--- src/hw/rtl/tfr_pkg.sv ---
// Shared types, constants and helpers for the timestamped frame ring.
package tfr_pkg;

    localparam int SLOTS   = 16;
    localparam int SLOT_W  = $clog2(SLOTS);
    localparam int MATCH_W = 4;
    localparam int WORD_W  = 32;

    localparam logic [WORD_W-1:0] HALF_RANGE = 32'h8000_0000;
    localparam logic [WORD_W-1:0] GAP_MAX    = 32'h7FFF_FFFF;

    localparam logic MODE_INSERT = 1'b0;
    localparam logic MODE_FIND   = 1'b1;

    // One stored frame; the last field (stamp) sits in the lowest bits.
    typedef struct packed {
        logic [WORD_W-1:0] accel_z;
        logic [WORD_W-1:0] accel_y;
        logic [WORD_W-1:0] accel_x;
        logic [WORD_W-1:0] quat_z;
        logic [WORD_W-1:0] quat_y;
        logic [WORD_W-1:0] quat_x;
        logic [WORD_W-1:0] quat_w;
        logic [WORD_W-1:0] stamp;
    } frame_t;

    localparam int FRAME_W = $bits(frame_t);

    // Tag that travels with the frame leaving the head of the ring.
    typedef struct packed {
        logic              valid;
        logic              last;
        logic [SLOT_W-1:0] idx;
    } scan_t;

    typedef enum logic [1:0] {
        ST_IDLE,
        ST_SCAN,
        ST_FLUSH
    } ctrl_state_t;

    // Magnitude of the wrapped signed difference, saturated at 2^31 - 1.
    function automatic logic [WORD_W-1:0] time_gap(
        input logic [WORD_W-1:0] stored,
        input logic [WORD_W-1:0] query
    );
        logic [WORD_W-1:0] fwd;
        logic [WORD_W-1:0] back;
        logic [WORD_W-1:0] mag;
        fwd  = stored - query;
        back = query - stored;
        mag  = fwd[WORD_W-1] ? back : fwd;
        if (mag == HALF_RANGE)
        begin
            mag = GAP_MAX;
        end
        return mag;
    endfunction

    // Low bits of a slot index as reported on the result.
    function automatic logic [MATCH_W-1:0] match_bits(input logic [SLOT_W-1:0] idx);
        logic [31:0] wide;
        wide = 32'(idx);
        return wide[MATCH_W-1:0];
    endfunction

endpackage

--- src/hw/rtl/tfr_cell.sv ---
// One ring cell: holds a frame, loads on insert, takes its neighbor's frame on shift.
module tfr_cell (
    input  logic            clk,
    input  logic            rst_n,
    input  logic            load,
    input  tfr_pkg::frame_t load_frame,
    input  logic            shift,
    input  tfr_pkg::frame_t shift_in,
    output tfr_pkg::frame_t frame
);

    tfr_pkg::frame_t frame_reg;
    tfr_pkg::frame_t frame_next;

    always_comb
    begin
        frame_next = frame_reg;
        if (load)
        begin
            frame_next = load_frame;
        end
        else if (shift)
        begin
            frame_next = shift_in;
        end
    end

    always_ff @(posedge clk or negedge rst_n)
    begin
        if (!rst_n)
        begin
            frame_reg <= '0;
        end
        else
        begin
            frame_reg <= frame_next;
        end
    end

    assign frame = frame_reg;

endmodule

--- config.mk ---
export PLATFORM = sky130hd
export DESIGN_NAME = tfr_cell
export DESIGN_NICKNAME = d
export VERILOG_FILES = /design/src/hw/rtl/tfr_pkg.sv /design/src/hw/rtl/tfr_cell.sv
export SDC_FILE = /design/constraint.sdc
export NUM_CORES = 1
export LEC_CHECK = 0
export BUFFER_PORTS_ARGS = -buffer_cell sky130_fd_sc_hd__buf_2
export CAP_MARGIN = 5
export CORE_AREA = 2 2 304 306
export CTS_CLUSTER_SIZE = 24
export DETAILED_ROUTE_END_ITERATION = 8
export DIE_AREA = 0 0 306 308
export GPL_ROUTABILITY_DRIVEN = 0
export MAX_ROUTING_LAYER = met4
export PLACE_DENSITY = 0.38
export SLEW_MARGIN = 15
export SYNTH_ARGS = -nofsm -noshare
export SYNTH_HDL_FRONTEND = slang
export SYNTH_SLANG_ARGS = --single-unit
--- constraint.sdc ---
create_clock -name clk -period 0.8 [get_ports clk]
set_input_delay 0.08 -clock clk [delete_from_list [all_inputs] [get_ports clk]]
set_output_delay 0.08 -clock clk [all_outputs]
set_load 0.05 [all_outputs]
==> results of run 1 <==
power breakdown:
part	internal, W	switching [W]
clock	0.00967	0.00611
combinational	0.00670	0.00795
sequential	0.0144	0.00105
per-stage QoR:
| stage | setup TNS, ns | cell area [um2] |
|---|---|---|
| after CTS | -156.22 | 26000 |
| after global placement | -49.50 | 18000 |
| after global routing | -111.28 | 26200 |
| after detailed placement | -55.18 | 18000 |
| final | -97.77 | 26200 |
| after floorplan | -11.60 | 12200 |
logic make-up after synthesis:
family | Yosys count | synth area share, %
compound gates | 256 | 10.8
mux | 256 | 21.6
flops | 256 | 53.9
simple gates | 256 | 8.09
buf+inv | 86 | 5.67
cell usage after synthesis:
cell type / count / area [um2]
dfrtp_1: 256 / 6410
mux2i_1: 256 / 2560
nand2_1: 256 / 961
o21ai_1: 240 / 1200
clkbuf_1: 48 / 180
buf_8: 25 / 375
o21ai_0: 16 / 80.1
buf_4: 7 / 52.6
buf_2: 3 / 15.0
buf_12: 2 / 40.0
buf_6: 1 / 11.3
how the worst min path moves through the flow:
stage,endpoint,cells after the start,from,slack [ns]
finish,frame[245]$_DFFE_PN0P_,4,load,0.07
global placement,frame[168]$_DFFE_PN0P_,2,rst_n,0.09
detailed placement,frame[168]$_DFFE_PN0P_,2,rst_n,0.09
global route,frame[251]$_DFFE_PN0P_,4,load,0.08
CTS,frame[245]$_DFFE_PN0P_,4,load,0.03
floorplan,frame[0]$_DFFE_PN0P_,0,rst_n,-0.22
area by class of cell:
cell class | count | area [um2]
fillers | 9307 | 64800
repair buffers | 1404 | 12000
flip-flops and latches | 256 | 6730
multi-input cells | 768 | 4800
well taps | 1186 | 1480
clock buffers | 50 | 1040
clock inverters | 9 | 97.6
diodes | 5 | 12.5
timing repair:
item                                   CTS  global route
gates cloned                             0             0
hold buffers                           517             0
buffers inserted                         9            12
endpoints found under the hold margin  512             0
setup endpoints to repair              258           412
pin swaps                                0            14
gates resized for setup                512            28
worst register-to-register path: cells and delay by family (launching register included):
family | cells | cell delay (ns)
buffers and inverters | 1 | 0.12
muxes | 1 | 0.18
DFF | 1 | 0.42
AOI/OAI and AO/OA | 1 | 0.10
per-layer routing:
metal  GRT usage, %  up-vias
met2           20.8      523
met5              -        -
met4           4.98        0
met1           12.1     6278
met3           2.83      124
li1               -     6524
==> metrics, run 1 <==
status finished, violations left; violated checks negative setup slack; Final Hold Vio Count 0; met1 WL 21,300 um; Fmax 0.802 GHz; max FFs per register 256; pre-CTS setup slack -0.286 ns; commonest non-fill, non-tap cell in the layout dlygate4sd3_1; DR vias/cell 3.66; H-tree levels 2; PwrDens 1750 mW/mm2; Mapped Nets 1,626; layout cell share with drive strength beyond 1 48.1%; Crit path required time 0.72 ns; initial core utilization between 10% and 20%; worst path bufs/invs 1; Mapped Cells 1,110; Max Cap Violations 0; synthesis-to-finish area growth 120%; row cnt 111; CORE AREA 0.0910 mm2; final setup fails 278; yosys warns 0; Slowest cell on crit path dfrtp_2; Layout Utilization 28.8%; Worst Setup SP frame[159]$_DFFE_PN0P_; Sink Count 256; R2R setup slack -0.14 ns; crit path to frame[159]; reg2reg path depth 3; CTS Buf Count 35; Die W 306 um; CP Max Fanout 2; Worst Skew 0 ns; initial antenna violation count 5; Syn Area/Cell 10.7 um2; initial DRC count 519; reg2reg start frame[215]$_DFFE_PN0P_; mapped cell area 0.0119 mm2; Pleak ~12 nW; Max Transition Viols Final 0; Die Area 0.0942 mm2; Port Buffers ~770; Distinct cells, synth 11; Total Routing Usage GR 11.6%; clk buf depth 3; DRT Pass-1 Iters 4; Routed WL 55,900 um; number of cells on the critical path 1; CP startpoint kind register; CP endpoint kind output pin; Finished Layout Cells 3,678; Clk Latency, worst-skew pair 0.53 ns; Post-DP HPWL 41,300 um; Worst Max-Slew Pin Slew 0.332 ns; critical path class register to output pin; num ports 772; reg2reg end frame[215]$_DFFE_PN0P_; Worst Hold Slack around 0.067 ns; arrival time worst endpoint around 1.2 ns; nets 2,981; first-pass GRT wire length between 80,000 and 90,000 um; Die Span Y 308 um; Final ANT Viol Nets 0; Max Used Layer met4; part of the Yosys area used for sequential elements 53.9%; Worst-path clk slew 0.06 ns; Crit path largest cell delay 0.46 ns; setup slack after layout -0.447 ns; placed cells 3,077; period utilization 156%; clk root buf clkbuf_16; #FFs+latches synth 256; Overflow after GRT 0; Final min period 1.25 ns; met3 wire length 3570 um; drt wl/cell 15.2 um; routed vias 13,449; critical path, cell by cell buf_12; Residual DRC 0; vias in the first global route between 10,000 and 15,000; Peak supply drop 1.01 mV; hold crit path type input port to register; Crit path max-delay family flip-flops; met2 WL 28,600 um; RSZ-0062 raised after global routing yes; largest net degree at the start of global routing 53; overall power 0.0459 W; most frequent cells in the layout dlygate4sd3_1 (516), buf_2 (512); slew margin rel. 77.8%; TritonCTS clock tree done
No activity file was read; power rests on OpenSTA's default activity.
==> inputs of run 2 (changes only) <==
--- a/config.mk
+++ b/config.mk
@@ -14,6 +14,7 @@
 export GPL_ROUTABILITY_DRIVEN = 0
 export MAX_ROUTING_LAYER = met4
 export PLACE_DENSITY = 0.38
+export REMOVE_ABC_BUFFERS = 1
 export SLEW_MARGIN = 15
 export SYNTH_ARGS = -nofsm -noshare
 export SYNTH_HDL_FRONTEND = slang
==> constraint.sdc (replaced) <==
create_clock -name clk -period 1.4 [get_ports clk]
set_input_delay 0.14 -clock clk [delete_from_list [all_inputs] [get_ports clk]]
set_output_delay 0.14 -clock clk [all_outputs]
set_load 0.05 [all_outputs]
==> run 2 against run 1 <==
Effect of this change:
- the run now ends clean
- clock skew stayed put
- critical path depth up 2
- core utilization fell by 2.4 points
- first-iteration DRC count grew 3.7%
- sequential power is 45% lower
- final cell count decreased by 0.35%
- non-clock buffer count is 26 lower
- via count about the same
- largest cell class unchanged
- largest power group unchanged
==> metrics, run 2 (same netlist as run 1, synthesis figures left out) <==
clk buf depth 3; initial DRC count around 540; Routed WL 53,500 um; reg2reg start frame[10]$_DFFE_PN0P_; num ports 772; sw frac 33.5%; status completed; DRT Pass-1 Iters 4; CTS Buf Count 35; Worst Hold Slack 0.0647 ns; placed cells 3,064; max FFs per register 256; Final Hold Vio Count 0; CP endpoint kind register; Worst Max-Slew Pin Slew about 0.41 ns; largest net degree at the start of global routing 76; commonest non-fill, non-tap cell in the layout buf_2; initial core utilization between 10% and 20%; nets 2,955; Pleak roughly 12 nW; layout cell share with drive strength beyond 1 about 37%; CORE AREA slightly above 0.09 mm2; Peak supply drop 0.680 mV; Final ANT Viol Nets 0; final setup fails 0; row cnt 111; Max Transition Viols Final 0; TritonCTS clock tree done; CP startpoint kind register; Clk Latency, worst-skew pair 0.54 ns; Port Buffers 771; Pint 0.0168 W; Sw Pwr 0.00849 W; Worst Skew 0 ns; routed vias 13,458; period utilization 97.2%; Crit path required time 1.82 ns; post-CTS setup buffers 0; Fmax ~0.73 GHz; Residual DRC 0; DR vias/cell 3.67; Seq pwr share 33.7%; H-tree levels 2; Multi-input gate area 0.00480 mm2; Overflow after GRT 0; drt wl/cell 14.6 um; Fill cells between 9,000 and 10,000; critical path class register to register; Max Cap Violations 0; Die W 306 um; arrival time worst endpoint 1.78 ns; R2R setup slack 0.04 ns; vias in the first global route 14,557; Die Area 0.0942 mm2; hold crit path type input port to async pin; Logic pwr share 30.5%; initial antenna violation count 14; Worst Setup SP frame[10]$_DFFE_PN0P_; Clock Power Share 35.8%; Sink Count 256; Post-DP HPWL 39,500 um; CP Max Fanout 2; synthesis-to-finish area growth 102%; Register Area 0.00641 mm2; Final Cell Area 0.0240 mm2; Die Span Y 308 um; Worst-path clk slew 0.06 ns; reg2reg end frame[10]$_DFFE_PN0P_; PwrDens roughly 1100 mW/mm2; Final min period 1.36 ns; setup TNS 0 ns; Total Routing Usage GR 11.3%; reg2reg path depth 3; first-pass GRT wire length about 80,000 um; Finished Layout Cells 3,665; placed cell areas between 0.015 and 0.02 mm2; clk root buf clkbuf_16; slew margin rel. approximately 73%; RSZ-0062 raised after global routing yes; most frequent cells in the layout buf_2 (723), dlygate4sd3_1 (524), mux2i_1 (256), nand2_1 (256), dfrtp_1 (255)
==> run 2: changes by cell type in the layout (fill, tap and decap cells not counted), sizes merged <==
cell         previous run  this run
buf                   887       832
clkbuf                 51        73
diode                   5        14
dlygate4sd3           516       524
clkinv                  6         9
clkinvlp                1         0
inv                     0         1
==> run 2: timing repair <==
action	CTS	global route
endpoints found under the setup margin	23	23
gates resized for setup	28	22
hold buffers	524	0
cloned	0	0
hold endpoints to repair	499	0
==> run 2: per-stage QoR <==
stage	power [W]	util [%]	setup slack [ns]
floorplan	0.0120	-	0.465
global placement	0.0148	19.2	0.199
detailed placement	0.0148	19.2	0.175
CTS	0.0257	26.3	0.000885
global route	0.0266	26.4	-0.00527
finish	0.0253	26.4	0.0389
==> run 2: power groups by stage <==
stage / logic, W / clock network [W] / registers (W)
after floorplan: 0.000992 / 0 / 0.0110
after global placement: 0.00611 / 0 / 0.00864
after detailed placement: 0.00614 / 0 / 0.00862
after CTS: 0.00773 / 0.00945 / 0.00852
after global routing: 0.00824 / 0.00977 / 0.00860
final: 0.00774 / 0.00907 / 0.00853
==> run 2: how the worst max path moves through the flow <==
| stage | endpoint | slack [ns] | cells after the start |
|---|---|---|---|
| after floorplan | frame[0]$_DFFE_PN0P_ | 0.46 | 2 |
| after global placement | frame[95]$_DFFE_PN0P_ | 0.20 | 5 |
| after detailed placement | frame[127]$_DFFE_PN0P_ | 0.17 | 5 |
| after CTS | frame[248] | 0.0009 | 1 |
| after global routing | frame[174] | -0.005 | 1 |
| final | frame[10]$_DFFE_PN0P_ | 0.04 | 3 |
==> run 2: area by class of cell <==
class / count / area share [%]
multi-input combinational: 768 / 20.0
antenna: 14 / 0.146
tap: 1186 / 6.18
sequential: 256 / 26.7
timing repair buffer: 1378 / 42.2
clock buffer: 51 / 4.33
clock inverter: 12 / 0.490
==> run 2: critical path, cell delays in order (launching register included) <==
cell and delay [ns]:
dfrtp_1 0.43, mux2i_1 0.18, o21ai_1 0.08, dlygate4sd3_1 0.55
==> run 2: layer usage <==
layer,vias up,share of wire (%),GRT usage (%)
li1,6493,-,-
met1,6370,38,11.7
met2,489,51,19.8
met3,106,6.4,2.91
met4,0,4.4,5.51
met5,-,0,-
