===== config.mk =====
export PLATFORM = sky130hd
export DESIGN_NAME = tfr_pick
export DESIGN_NICKNAME = d
export VERILOG_FILES = /design/src/hw/rtl/tfr_pkg.sv /design/src/hw/rtl/tfr_pick.sv
export SDC_FILE = /design/constraint.sdc
export NUM_CORES = 1
export LEC_CHECK = 0
export BUFFER_PORTS_ARGS = -buffer_cell sky130_fd_sc_hd__buf_2
export CAP_MARGIN = 10
export CORE_MARGIN = 2
export CORE_UTILIZATION = 40
export CTS_BUF_LIST = sky130_fd_sc_hd__clkbuf_8 sky130_fd_sc_hd__clkbuf_16
export DETAILED_ROUTE_END_ITERATION = 8
export PLACE_DENSITY = 0.74
export RECOVER_POWER = 25
export SETUP_SLACK_MARGIN = 0.5
export SKIP_CTS_REPAIR_TIMING = 1
export SYNTH_ARGS = -nofsm -noshare
export SYNTH_HDL_FRONTEND = slang
export SYNTH_SLANG_ARGS = --single-unit

===== constraint.sdc =====
create_clock -name clk -period 19.9 [get_ports clk]
set_input_delay 0.995 -clock clk [delete_from_list [all_inputs] [get_ports clk]]
set_output_delay 0.995 -clock clk [all_outputs]
set_load 0.02 [all_outputs]

===== src/hw/rtl/tfr_pkg.sv =====
// Shared types, constants and helpers for the timestamped frame ring.
package tfr_pkg;

    localparam int SLOTS   = 16;
    localparam int SLOT_W  = $clog2(SLOTS);
    localparam int MATCH_W = 4;
    localparam int WORD_W  = 32;

    localparam logic [WORD_W-1:0] HALF_RANGE = 32'h8000_0000;
    localparam logic [WORD_W-1:0] GAP_MAX    = 32'h7FFF_FFFF;

    localparam logic MODE_INSERT = 1'b0;
    localparam logic MODE_FIND   = 1'b1;

    // One stored frame; the last field (stamp) sits in the lowest bits.
    typedef struct packed {
        logic [WORD_W-1:0] accel_z;
        logic [WORD_W-1:0] accel_y;
        logic [WORD_W-1:0] accel_x;
        logic [WORD_W-1:0] quat_z;
        logic [WORD_W-1:0] quat_y;
        logic [WORD_W-1:0] quat_x;
        logic [WORD_W-1:0] quat_w;
        logic [WORD_W-1:0] stamp;
    } frame_t;

    localparam int FRAME_W = $bits(frame_t);

    // Tag that travels with the frame leaving the head of the ring.
    typedef struct packed {
        logic              valid;
        logic              last;
        logic [SLOT_W-1:0] idx;
    } scan_t;

    typedef enum logic [1:0] {
        ST_IDLE,
        ST_SCAN,
        ST_FLUSH
    } ctrl_state_t;

    // Magnitude of the wrapped signed difference, saturated at 2^31 - 1.
    function automatic logic [WORD_W-1:0] time_gap(
        input logic [WORD_W-1:0] stored,
        input logic [WORD_W-1:0] query
    );
        logic [WORD_W-1:0] fwd;
        logic [WORD_W-1:0] back;
        logic [WORD_W-1:0] mag;
        fwd  = stored - query;
        back = query - stored;
        mag  = fwd[WORD_W-1] ? back : fwd;
        if (mag == HALF_RANGE)
        begin
            mag = GAP_MAX;
        end
        return mag;
    endfunction

    // Low bits of a slot index as reported on the result.
    function automatic logic [MATCH_W-1:0] match_bits(input logic [SLOT_W-1:0] idx);
        logic [31:0] wide;
        wide = 32'(idx);
        return wide[MATCH_W-1:0];
    endfunction

endpackage


===== src/hw/rtl/tfr_pick.sv =====
// Two-stage nearest-stamp selector fed by the head cell of the ring.
module tfr_pick (
    input  logic                          clk,
    input  logic                          rst_n,
    input  logic                          start,
    input  logic [tfr_pkg::WORD_W-1:0]    query,
    input  tfr_pkg::scan_t                tap,
    input  tfr_pkg::frame_t               head,
    output logic                          done,
    output logic [tfr_pkg::SLOT_W-1:0]    best_idx,
    output tfr_pkg::frame_t               best_frame
);

    logic [tfr_pkg::WORD_W-1:0] query_reg;
    tfr_pkg::scan_t             tag_reg, tag_next;
    tfr_pkg::frame_t            frame_a_reg;
    logic [tfr_pkg::WORD_W-1:0] gap_a_reg;
    logic [tfr_pkg::WORD_W-1:0] best_gap_reg, best_gap_next;
    logic [tfr_pkg::SLOT_W-1:0] best_idx_reg, best_idx_next;
    tfr_pkg::frame_t            best_frame_reg, best_frame_next;
    logic                       done_reg, done_next;
    logic                       take;

    // Stage A: hold the head frame and its gap
    always_ff @(posedge clk)
    begin
        if (start)
        begin
            query_reg <= query;
        end
        frame_a_reg <= head;
        gap_a_reg   <= tfr_pkg::time_gap(head.stamp, query_reg);
    end

    always_comb
    begin
        tag_next = tap;
        if (start)
        begin
            tag_next = '0;
        end
    end

    // Stage B: keep the strictly nearer entry; slot 0 seeds the search
    assign take = tag_reg.valid
                  && ((tag_reg.idx == '0) || (gap_a_reg < best_gap_reg));

    always_comb
    begin
        best_gap_next   = best_gap_reg;
        best_idx_next   = best_idx_reg;
        best_frame_next = best_frame_reg;
        if (take)
        begin
            best_gap_next   = gap_a_reg;
            best_idx_next   = tag_reg.idx;
            best_frame_next = frame_a_reg;
        end
    end

    always_comb
    begin
        done_next = done_reg;
        if (start)
        begin
            done_next = 1'b0;
        end
        else if (tag_reg.valid && tag_reg.last)
        begin
            done_next = 1'b1;
        end
    end

    always_ff @(posedge clk)
    begin
        best_gap_reg   <= best_gap_next;
        best_idx_reg   <= best_idx_next;
        best_frame_reg <= best_frame_next;
    end

    always_ff @(posedge clk or negedge rst_n)
    begin
        if (!rst_n)
        begin
            tag_reg  <= '0;
            done_reg <= 1'b0;
        end
        else
        begin
            tag_reg  <= tag_next;
            done_reg <= done_next;
        end
    end

    assign done       = done_reg;
    assign best_idx   = best_idx_reg;
    assign best_frame = best_frame_reg;

endmodule


==> metrics.csv, run 1 <==
metric,value,unit
status,"complete, no violations",
share of cells above drive strength 1,0.332,
DIE WIDTH,232,um
power per cell area,121,nW/um2
Peak Freq,191,MHz
Detailed Place HPWL,44600,um
initial antenna violation count,28,
CP Class,flop to flop,
Tightest Hold Check Type,input pin to asynchronous set/reset pin,
Num Clock Sinks,619,
I/O pins,558,
Die ar.,53800,um2
vias in the first global route,13200,
cells on worst reg2reg path,14,
worst r2r src,best_gap_reg[1]$_DFFE_PP_,
CP cell instances,inv_1 -> ha_1 -> a21o_1 -> a21o_1 -> a21o_1 -> a21o_1 -> a21o_1 -> a21o_1 -> a21oi_1 -> o31ai_1 -> a221oi_1 -> o41a_2 -> buf_4 -> buf_4,
Final Max Tran Viols,0,
area grow syn2layout,27.1,%
max incr delay on CP,0.96,ns
syn nets,1793,
GRT Total Usage,0.205,
DRC,0,
CTS tree,done,
routed wire length,57200,um
Synth Register Bits,619,
relative slew slack,0.275,
Crit. End Element,flop,
CP startpoint kind,flop,
Avg Inst Size Synth,14.8,um2
DR iter-0 viols,887,
Pleak,11.5,nW
Least-Margin Pin Slew,1.09,ns
worst reg-to-reg setup slack,14.67,ns
global-route wire length before repair,81500,um
Detail Route Antenna Nets,0,
pre-CTS setup slack,14.25,ns
CTS max path bufs,3,
gr ovfl total,0,
drt first pass iters,5,
Syn. warnings,0,
"Req. time, crit path",20.14,ns
final critical-path share of the clock period,0.263,
most frequent CP cell,a21o_1,
die height,232,um
H-tree depth,2,
Max rail drop VDD,0.0686,mV
Synth Flop Type,edfxtp_1,
async set-reset flop share out of synthesis,0.0113,
wire per inst,20.9,um
Final Hold Fails,0,
netlist area before placement,20800,um2
Post-synth EDFFs,324,
Final WS setup,14.67,ns
Critical Path AT,5.47,ns
Synth Instances,1399,
fillers,4357,
Initial Util,0.405,
Core Area,51300,um2
Final setup viols,0,
largest net degree at the start of global routing,72,
max_cap viols,0,
sequential fraction of the synthesis area,0.754,
Tmin final,5.23,ns
Root Driver,clkbuf_16,
via/cell ratio,4.79,
cts bufs inserted,61,
clock slew at reported path FFs,0.06,ns
quantity of I/O buffers inserted on ports,557,
layout net count,2384,
detailed-route via count,13100,
# rows,83,
Top delay family on crit path,compound AO/OA/AOI/OAI gates,
clock latency on the worst-skew pair,0.62,ns
Sum Neg Setup Slack,0,ns
post-synth cell types,62,
largest fanout on the critical path,70,
FF-to-FF End,best_frame[243]$_DFFE_PP_,
Critical-path top delay cell,o41a_2,
RSZ-0062 raised after global routing,no,
WP buf/inv,3,
Max Clock Skew,0.0264,ns
RePlAce Congestion,0.887,
## worst max-delay path by stage
stage	from	depth (start not counted)	slack, ns	endpoint
final	best_gap_reg[1]$_DFFE_PP_	14	14.67	best_frame[243]$_DFFE_PP_
after global routing	best_gap_reg[1]$_DFFE_PP_	14	14.25	best_frame[125]$_DFFE_PP_
after CTS	best_gap_reg[1]$_DFFE_PP_	14	14.54	best_frame[40]$_DFFE_PP_
after detailed placement	head[12]	14	14.25	gap_a_reg[31]$_SDFF_PN0_
after global placement	head[12]	14	14.41	gap_a_reg[31]$_SDFF_PN0_
after floorplan	best_gap_reg[1]$_DFFE_PP_	12	9.94	best_frame[0]$_DFFE_PP_
## cell usage after synthesis, types with 6 or more instances
| cell type | number | area share |
|---|---|---|
| o21ai_0 | 52 | 0.013 |
| inv_1 | 106 | 0.019 |
| nor2b_1 | 14 | 0.0042 |
| clkbuf_1 | 15 | 0.0027 |
| xnor2_1 | 27 | 0.011 |
| nand4_1 | 26 | 0.0078 |
| nor2_1 | 41 | 0.0074 |
| edfxtp_1 | 324 | 0.47 |
| a221oi_1 | 6 | 0.0025 |
| ha_1 | 95 | 0.057 |
| o31ai_1 | 7 | 0.0025 |
| nand3_1 | 11 | 0.0027 |
| buf_2 | 14 | 0.0034 |
| mux2i_1 | 18 | 0.0087 |
| nand2_1 | 81 | 0.015 |
| o211ai_1 | 9 | 0.0033 |
| and3_1 | 7 | 0.0021 |
| o21bai_1 | 9 | 0.0033 |
| a21o_1 | 28 | 0.010 |
| nor3_1 | 9 | 0.0022 |
| a21oi_1 | 94 | 0.023 |
| a31oi_1 | 10 | 0.0030 |
| o21a_1 | 9 | 0.0033 |
| nand2b_1 | 13 | 0.0039 |
| dfrtp_1 | 7 | 0.0084 |
| a211oi_1 | 8 | 0.0029 |
| dfxtp_1 | 288 | 0.28 |
| xor2_1 | 16 | 0.0067 |
## power breakdown
group          switching [W]  internal [W]  leakage, nW
registers          0.0000484       0.00149         5.55
clock network       0.000486      0.000673         1.08
logic               0.000313      0.000175         4.82
## routing by layer
| layer | part of all wire | vias up | GRT usage |
|---|---|---|---|
| met5 | 0 | - | 0 |
| met4 | 0.037 | 0 | 0.0777 |
| met3 | 0.067 | 121 | 0.0465 |
| met2 | 0.52 | 538 | 0.370 |
| met1 | 0.38 | 6244 | 0.236 |
| li1 | - | 6192 | - |
## layout make-up
| type | instances | area (um2) | area share |
|---|---|---|---|
| Antenna cell | 11 | 27.5 | 0.00104 |
| Tap cell | 680 | 851 | 0.0322 |
| Sequential cell | 619 | 15700 | 0.594 |
| Timing Repair Buffer | 564 | 2840 | 0.107 |
| Inverter | 106 | 398 | 0.0151 |
| Multi-Input combinational cell | 638 | 4520 | 0.171 |
| Clock buffer | 74 | 1730 | 0.0655 |
| Clock inverter | 42 | 369 | 0.0140 |
## kinds of logic (layout without fill, tap and decap cells)
group	after synthesis	after routing	synth area share
other	0	11	0
xor gates and xnor gates	45	45	0.0197
and+or+nand+nor	220	220	0.0514
AOI/OAI and AO/OA	256	256	0.0774
muxes	20	20	0.00976
adders and majority gates	97	97	0.0592
DFF	619	619	0.754
buffers and inverters	142	786	0.0281
## placed cells by master (no fill, tap or decap), drive strengths merged, types with 6 or more instances in the layout
cell type and instances:
buf 562, edfxtp 324, dfxtp 288, inv 126, ha 95, a21oi 94, nand2 81, clkbuf 76
o21ai 53, nor2 41, xnor2 29, a21o 28, nand4 26, mux2i 18, xor2 16, nor2b 14
clkinv 14, nand2b 13, diode 11, nand3 11, a31oi 11, a211oi 10, o21a 9, o211ai 9
nor3 9, o21bai 9, o31ai 7, and3 7, dfrtp 7, a221oi 6
## stage by stage
stage / total power [W] / hold WS (ns) / utilization / cell area, um2 / cells
finish: 0.00319 / 0.293 / 0.515 / 26400 / 2734
global route: 0.00333 / 0.281 / 0.515 / 26400 / 2733
CTS: 0.00322 / 0.168 / 0.514 / 26400 / 2723
detailed placement: 0.00205 / 0.389 / 0.473 / 24300 / 2607
global placement: 0.00204 / 0.386 / 0.473 / 24300 / 2607
floorplan: 0.00189 / 0.386 / - / 20800 / 1399
Power figures use the tool's default switching activity.
==> run 2: changes to the inputs <==
==> constraint.sdc (replaced) <==
create_clock -name clk -period 5.3 [get_ports clk]
set_input_delay 0.265 -clock clk [delete_from_list [all_inputs] [get_ports clk]]
set_output_delay 0.265 -clock clk [all_outputs]
set_load 0.02 [all_outputs]
==> run 2 against run 1 <==
Worst hold slack worse by 0.20 ns. Register-to-register slack worse by 14 ns. Non-clock buffer count is 315 higher. Clock skew is 0.023 ns higher. First-iteration DRC count is 7.8% higher. Combinational power grew to 4.3 times the previous value. Highest routed layer unchanged. Die area stayed put. Largest cell class unchanged. Count of clock-buffer cells in the layout is 9 lower. Sequential cell count stayed put.
==> metrics.csv, run 2 (synthesis results as in run 1) <==
metric,value,unit,change
Detail Route Antenna Nets,0,,unchanged
Num Clock Sinks,619,,unchanged
Detailed Place HPWL,45000,um,+1.1%
CP startpoint kind,input pin,,
vias in the first global route,13300,,+0.54%
Peak Freq,223,MHz,
Least-Margin Pin Slew,0.938,ns,-0.149 ns
largest fanout on the critical path,15,,-79%
clock latency on the worst-skew pair,0.64,ns,+0.02 ns
Core Area,51300,um2,unchanged
cts bufs inserted,60,,-1.6%
quantity of I/O buffers inserted on ports,557,,unchanged
worst reg-to-reg setup slack,0.82,ns,-13.85 ns
relative slew slack,0.375,,+0.0992
pre-CTS setup slack,0.690,ns,-13.56 ns
detailed-route via count,14600,,+11%
drt first pass iters,7,,+2
Max rail drop VDD,0.263,mV,+280%
"commonest non-fill, non-tap cells in the layout","buf_2, edfxtp_1, dlygate4sd3_1",,
clock slew at reported path FFs,0.06,ns,about the same
Max Clock Skew,0.0494,ns,+0.0230 ns
layout net count,2698,,+13%
# rows,83,,unchanged
Tmin final,4.48,ns,
worst r2r src,query_reg[0]$_DFFE_PP_,,
routed wire length,64000,um,+12%
Initial Util,0.405,,unchanged
Pleak,12.6,nW,+10%
Final Cell Area,29300,um2,+11%
placed cell count,2627,,+0.77%
footprint of the multi-input gates,4540,um2,+0.44%
"commonest non-fill, non-tap cell in the layout",buf_2,,
Sum Neg Setup Slack,0,ns,unchanged
fillers,3991,,-8.4%
I/O pins,558,,unchanged
gr ovfl total,0,,unchanged
CTS tree,done,,
H-tree depth,2,,unchanged
Sequential Area,15700,um2,unchanged
RSZ-0062 raised after global routing,no,,
GRT Total Usage,0.205,,+0.000246
share of cells above drive strength 1,0.272,,-0.0596
CP Class,input pin to flop,,
RePlAce Congestion,0.908,,+2.4%
CTS max path bufs,3,,unchanged
fin cells,3049,,+12%
DR iter-0 viols,956,,+7.8%
Final setup viols,0,,unchanged
DRC,0,,unchanged
Crit. End Element,flop,,
"Req. time, crit path",5.83,ns,-14.31 ns
Critical Path AT,5.01,ns,-0.46 ns
Final WS setup,0.822,ns,-13.85 ns
cells on worst reg2reg path,15,,+1
via/cell ratio,4.78,,-0.23%
area grow syn2layout,41.2,%,
power per cell area,408,nW/um2,+240%
Final Max Tran Viols,0,,unchanged
Die ar.,53800,um2,unchanged
initial antenna violation count,19,,-32%
Root Driver,clkbuf_16,,
die height,232,um,unchanged
status,"complete, no violations",,
max_cap viols,0,,unchanged
Tightest Hold Check Type,input pin to asynchronous set/reset pin,,
Final Hold Fails,0,,unchanged
largest net degree at the start of global routing,92,,+28%
wire per inst,21.0,um,+0.28%
global-route wire length before repair,81500,um,about the same
Area after DPL,24500,um2,+0.86%
FF-to-FF End,gap_a_reg[12]$_SDFF_PN1_,,
final critical-path share of the clock period,0.845,,
DIE WIDTH,232,um,unchanged
hold slack,0.0929,ns,-0.200 ns
run 2: final cells by class:
cell class / instances / share of cell area
clock buffers: 65 / 0.0536
inverters: 106 / 0.0136
multi-input cells: 638 / 0.155
repair buffers: 879 / 0.203
diodes: 15 / 0.00128
clock inverters: 47 / 0.0109
flip-flops and latches: 619 / 0.534
well taps: 680 / 0.0290
run 2: worst max-delay path, cell delays in order:
cell and delay, ns:
dlygate4sd3_1 0.54, clkbuf_1 0.18, inv_1 0.07, ha_1 0.46, nand2_1 0.26, o21ai_0 0.18, a221oi_1 0.54, a31oi_4 0.23
xnor2_4 0.27, buf_4 0.22, nor4b_1 0.28, a311oi_1 0.09, or4_1 0.53, or4_4 0.63, buf_12 0.19, nand2_1 0.06
run 2: power breakdown:
part	internal, W	total (W)	switching [W]
registers	0.00561	0.00580	0.000195
clock network	0.00224	0.00407	0.00183
logic	0.000837	0.00208	0.00124
total	0.00868	0.0120	0.00327
run 2: how the worst max path moves through the flow:
stage | startpoint | endpoint | cells after the start
finish | head[14] | gap_a_reg[12]$_SDFF_PN1_ | 16
global route | head[14] | gap_a_reg[7]$_SDFF_PN1_ | 16
CTS | query_reg[14]$_DFFE_PP_ | gap_a_reg[12]$_SDFF_PN1_ | 12
detailed placement | head[14] | gap_a_reg[0]$_SDFF_PN1_ | 14
global placement | head[14] | gap_a_reg[31]$_SDFF_PN0_ | 13
floorplan | best_gap_reg[1]$_DFFE_PP_ | best_frame[0]$_DFFE_PP_ | 12
run 2: routing by layer:
layer  up-vias  track usage  routed length (um)
li1       6826            -                   -
met1      7052        0.231               23500
met2       564        0.362               33900
met3       128       0.0456                4020
met4         0        0.110                2520
met5         -            0                   0
run 2: per-stage QoR:
step,total power (W),utilization
after floorplan,0.00703,-
after global placement,0.00770,0.477
after detailed placement,0.00776,0.477
after CTS,0.0118,0.514
after global routing,0.0125,0.572
final,0.0120,0.572
